===== src/rtl/e2r_pkg.sv =====
`timescale 1ns / 1ps
package e2r_pkg;

    localparam int unsigned PW = 34;   // cordic x, y, z width (q2.30 plus margin)
    localparam int unsigned SW = 22;   // sine / cosine width (q20)
    localparam int unsigned MW = 44;   // two-factor product width
    localparam int unsigned TW = 66;   // three-factor term width (q60)

    typedef logic signed [PW-1:0] t_cval;
    typedef logic signed [SW-1:0] t_trig;
    typedef logic signed [TW-1:0] t_term;

    localparam t_cval GAIN_Q30 = 34'sd652032874;
    localparam t_trig UNIT_Q20 = 22'sd1048576;

    // atan(2^-i) in 2^-32 turn units
    function automatic logic [31:0] atan_turn(input int unsigned i);
        logic [31:0] v;
        begin
            case (i)
                0:  v = 32'd536870912;
                1:  v = 32'd316933406;
                2:  v = 32'd167458907;
                3:  v = 32'd85004756;
                4:  v = 32'd42667331;
                5:  v = 32'd21354465;
                6:  v = 32'd10679838;
                7:  v = 32'd5340245;
                8:  v = 32'd2670163;
                9:  v = 32'd1335087;
                10: v = 32'd667544;
                11: v = 32'd333772;
                12: v = 32'd166886;
                13: v = 32'd83443;
                14: v = 32'd41722;
                15: v = 32'd20861;
                16: v = 32'd10430;
                17: v = 32'd5215;
                18: v = 32'd2608;
                19: v = 32'd1304;
                20: v = 32'd652;
                21: v = 32'd326;
                22: v = 32'd163;
                23: v = 32'd81;
                24: v = 32'd41;
                25: v = 32'd20;
                26: v = 32'd10;
                27: v = 32'd5;
                28: v = 32'd3;
                29: v = 32'd1;
                30: v = 32'd1;
                default: v = 32'd0;
            endcase
            return v;
        end
    endfunction

endpackage


===== src/rtl/e2r_cell.sv =====
`timescale 1ns / 1ps
module e2r_cell
    import e2r_pkg::*;
#(
    parameter int unsigned STEP = 0
) (
    input  logic       i_clk,
    input  logic       i_en,
    input  t_cval      i_x,
    input  t_cval      i_y,
    input  t_cval      i_z,
    input  logic [1:0] i_quad,
    output t_cval      o_x,
    output t_cval      o_y,
    output t_cval      o_z,
    output logic [1:0] o_quad
);

    localparam t_cval ANG = t_cval'(atan_turn(STEP));

    t_cval w_dx, w_dy;
    assign w_dx = i_y >>> STEP;
    assign w_dy = i_x >>> STEP;

    always_ff @(posedge i_clk) begin
        if (i_en) begin
            if (!i_z[PW-1]) begin
                o_x <= i_x - w_dx;
                o_y <= i_y + w_dy;
                o_z <= i_z - ANG;
            end else begin
                o_x <= i_x + w_dx;
                o_y <= i_y - w_dy;
                o_z <= i_z + ANG;
            end
            o_quad <= i_quad;
        end
    end

endmodule


===== src/rtl/e2r_sincos.sv =====
`timescale 1ns / 1ps
module e2r_sincos
    import e2r_pkg::*;
#(
    parameter int unsigned ANGLE_BITS   = 16,
    parameter int unsigned CORDIC_STEPS = 16
) (
    input  logic                  i_clk,
    input  logic [CORDIC_STEPS+1:0] i_en,
    input  logic [15:0]           i_angle,
    output t_trig                 o_sin,
    output t_trig                 o_cos
);

    logic [31:0] w_phase;
    assign w_phase = 32'({16'd0, i_angle} << (32 - ANGLE_BITS));

    t_cval      r_x0, r_y0, r_z0;
    logic [1:0] r_q0;

    t_cval      w_x [CORDIC_STEPS+1];
    t_cval      w_y [CORDIC_STEPS+1];
    t_cval      w_z [CORDIC_STEPS+1];
    logic [1:0] w_q [CORDIC_STEPS+1];

    // stage 0: phase split into quadrant and first-quadrant angle
    always_ff @(posedge i_clk) begin
        if (i_en[0]) begin
            r_x0 <= GAIN_Q30;
            r_y0 <= '0;
            r_z0 <= t_cval'({4'd0, w_phase[29:0]});
            r_q0 <= w_phase[31:30];
        end
    end

    assign w_x[0] = r_x0;
    assign w_y[0] = r_y0;
    assign w_z[0] = r_z0;
    assign w_q[0] = r_q0;

    for (genvar g = 0; g < CORDIC_STEPS; g++) begin : g_cell
        e2r_cell #(.STEP(g)) u_cell (
            .i_clk (i_clk),
            .i_en  (i_en[g+1]),
            .i_x   (w_x[g]),
            .i_y   (w_y[g]),
            .i_z   (w_z[g]),
            .i_quad(w_q[g]),
            .o_x   (w_x[g+1]),
            .o_y   (w_y[g+1]),
            .o_z   (w_z[g+1]),
            .o_quad(w_q[g+1])
        );
    end

    t_cval w_c, w_s, w_cr, w_sr;
    always_comb begin
        case (w_q[CORDIC_STEPS])
            2'd0:    begin w_c = w_x[CORDIC_STEPS];  w_s = w_y[CORDIC_STEPS];  end
            2'd1:    begin w_c = -w_y[CORDIC_STEPS]; w_s = w_x[CORDIC_STEPS];  end
            2'd2:    begin w_c = -w_x[CORDIC_STEPS]; w_s = -w_y[CORDIC_STEPS]; end
            default: begin w_c = w_y[CORDIC_STEPS];  w_s = -w_x[CORDIC_STEPS]; end
        endcase
    end
    assign w_cr = (w_c + t_cval'(512)) >>> 10;
    assign w_sr = (w_s + t_cval'(512)) >>> 10;

    always_ff @(posedge i_clk) begin
        if (i_en[CORDIC_STEPS+1]) begin
            o_cos <= t_trig'(w_cr);
            o_sin <= t_trig'(w_sr);
        end
    end

endmodule


===== config.mk =====
export PLATFORM = sky130hd
export DESIGN_NAME = e2r_sincos
export DESIGN_NICKNAME = d
export VERILOG_FILES = /design/src/rtl/e2r_pkg.sv /design/src/rtl/e2r_cell.sv /design/src/rtl/e2r_sincos.sv
export SDC_FILE = /design/constraint.sdc
export NUM_CORES = 2
export LEC_CHECK = 0
export BUFFER_PORTS_ARGS = -buffer_cell sky130_fd_sc_hd__buf_2
export CAP_MARGIN = 40
export CORE_MARGIN = 2
export CORE_UTILIZATION = 60
export CTS_CLUSTER_DIAMETER = 80
export DETAILED_ROUTE_END_ITERATION = 8
export PLACE_DENSITY_LB_ADDON = 0.25
export SYNTH_ARGS = -nofsm -noshare
export SYNTH_HDL_FRONTEND = slang
export SYNTH_SLANG_ARGS = --single-unit

===== constraint.sdc =====
create_clock -name i_clk -period 9.1 [get_ports i_clk]
set_input_delay 1.82 -clock i_clk [delete_from_list [all_inputs] [get_ports i_clk]]
set_output_delay 1.82 -clock i_clk [all_outputs]
set_load 0.01 [all_outputs]

==> flow_summary.ini <==
[timing]
setup_viol = 0
worstMarginPinSlew_ns = 1.11
hold_viol = 0
period_share_pct = 62.5
finalCriticalPeriod_ns = 5.69
skew_ns = 0.0328
rsz0062_at_grt = no
fmax_ghz = 0.176
slew_violations = 0
tns_ns = 0
max_slew_margin_pct = 26.0

[routing]
vias_per_cell = 6.30
post_drt_wl_per_cell_um = 20.5
ant_nets = 0
drtPass1Iterations = 6
vias = 97700
drc = 0
first_iter_violations = 9270
drt-total-wl_um = 318000

[final_layout]
fin_area_mm2 = 0.131
area_growth_pct = 7.91
fillCellCount = 16000
layout-drive-gt1-share_pct = 4.72
register_area_mm2 = 0.0438
final_cells = 15500
multi_input_area_mm2 = 0.0744
nNetsFinal = 14100

[worst_setup_path]
critPathLaunch = g_cell[5].u_cell.o_z[33]
rr_startpoint = g_cell[5].u_cell.o_z[33]
worst_path_most_repeated_cell = a2111oi_0
cp-start-kind = flop
critPathTopFamily = compound AO/OA/AOI/OAI gates
path_class = flop to flop
cp_max_fo = 58
cp-end-kind = flop
critPathRequiredTime_ns = 9.67
critPathMaxStageDelay_ns = 0.91
cp_slowest_cell = a2111oi_0
crit_chain = buf_4 -> mux2_2 -> ha_1 -> a21o_1 -> a21oi_1 -> o21ai_0 -> a31oi_1 -> a2111oi_0 -> o41ai_1 -> o211a_1 -> a2111oi_0 -> o22ai_1 -> xnor2_1
path_buf_inv = 1
worstPathArrival_ns = 6.26

[clock_tree]
clk_latency_ns = 0.83
htree_levels = 4
max-clock-path-buffers = 3
cts.sinks = 1459
cts.clk_slew.worst_paths_ns = 0.06
cts_buffers = 170
hold_buffers = 0
post_cts_resized = 0
post-cts-setup-buffers = 0
root_buffer = clkbuf_16
cts_tree = built

[logic_synthesis]
ys_async_sr_fraction_pct = 0
synthTopCellsByArea = edfxtp_1 36%, ha_1 13%, xnor2_1 8.2%
yosysMostFrequentCell = edfxtp_1
netlist_instances = 12600
syn_nets = 13900
yosysTopAreaCellShare_pct = 36.2
synth_seq_cells = 1459
synth_commonest_cells = 1459 x edfxtp_1, 1315 x a21oi_1, 1297 x ha_1
ys.flop_type = edfxtp_1
synth.distinct_cells = 94
syn_area_per_cell_um2 = 9.62
synth_edf_count = 1459
synth_top_cell_by_area = edfxtp_1
netlist_area_mm2 = 0.121
ys_seq_area_share_pct = 36.2
yosys_warnings = 0

[floorplanning]
core_area_mm2 = 0.200
die_area_mm2 = 0.205
io_pins = 79
rows = 164
fp.dieH_um = 453
die_w_um = 453
start_util_pct = 60.5

[grt]
antenna_found_initial = 2
grt_max_degree = 79
grt_overflow = 0
grt_pass1_wl_um = 499000
grt_pass1_vias = 91900
track_usage_pct = 30.1

[placement]
io_buffers = 78
placed_area_mm2 = 0.125
dpl.cell_count = 15200
hpwl_um = 250000
place.gp.congestion = 0.962

[min_path]
hold_class = flop to flop
hold_start = g_cell[10].u_cell.o_quad[0]

[flow_run]
cap_viol_max_count = 0

[run_status]
status = finished, final reports clean
## cells by family after synthesis
family                   after synthesis  synth area share, %
adder cells (fa/ha/maj)             1334                 14.0
multiplexers                         127                 1.14
buffers and inverters                735                 2.29
flip-flops                          1459                 36.2
XOR/XNOR                            1725                 12.5
AND/OR/NAND/NOR                     3434                 14.0
AO/OA/AOI/OAI                       3766                 19.8
## stage by stage
stage | hold slack [ns] | worst slack (ns) | util (%)
2_1_floorplan | 0.400 | 4.41 | -
3_3_place_gp | 0.401 | 3.70 | 62.2
3_5_place_dp | 0.406 | 3.57 | 62.3
4_1_cts | 0.420 | 3.56 | 65.2
5_1_grt | 0.423 | 3.00 | 65.3
6_report | 0.419 | 3.41 | 65.3
## worst reg2reg max path, cell delays in order, from the launching register on
cell	delay, ns
edfxtp_1	0.84
buf_4	0.65
mux2_2	0.48
ha_1	0.28
a21o_1	0.11
a21oi_1	0.10
o21ai_0	0.41
a31oi_1	0.32
a2111oi_0	0.91
o41ai_1	0.27
o211a_1	0.33
a2111oi_0	0.42
o22ai_1	0.17
xnor2_1	0.16
## flip-flops by register name, indices dropped and copies added, names as in the netlist
register / flops
o_cos: 22
r_q0: 2
o_sin: 22
g_cell.u_cell.o_y: 470
g_cell.u_cell.o_x: 468
g_cell.u_cell.o_z: 429
r_z0: 14
g_cell.u_cell.o_quad: 32
## worst paths after layout
path	depth (start not counted)	slack (ns)	endpoint
worst max-delay path	13	3.41	g_cell[6].u_cell.o_x[33]
worst min-delay path	0	0.42	g_cell[11].u_cell.o_quad[0]
worst max register to register	13	3.41	g_cell[6].u_cell.o_x[33]
worst min register to register	0	0.42	g_cell[11].u_cell.o_quad[0]
## cells in the final DEF, fill, tap and decap left out, types with 135 or more instances in the layout
cell,count
nor2_1,1122
clkbuf_16,175
nand2_1,576
nor3_1,367
inv_1,530
o21ai_0,591
nand2b_1,199
xnor2_1,1139
ha_1,1297
a31oi_1,148
edfxtp_1,1459
xor2_1,586
o21bai_1,135
nor2b_1,184
a211oi_1,149
o21a_1,242
a21oi_1,1315
a21o_1,551
nand3_1,206
## area by class of cell
type | instances | area share (%)
antenna | 2 | 0.00383
sequential | 1459 | 33.6
tap | 2656 | 2.55
clock buffer | 194 | 3.41
clock inverter | 118 | 1.06
timing repair buffer | 157 | 0.903
multi-input combinational | 10400 | 57.0
inverter | 534 | 1.54
## per-layer routing
layer / part of all wire (%) / vias up / routed length (um) / track usage (%)
li1: - / 47200 / - / -
met1: 45 / 46900 / 143000 / 42.4
met2: 45 / 3179 / 144000 / 48.3
met3: 6.7 / 504 / 21200 / 3.77
met4: 3.2 / 0 / 10200 / 9.64
met5: 0 / - / 0 / 0
Power is left out: the tool's default activity adds up to more than one toggle a clock period on the data nets, which glitch-free logic cannot reach.
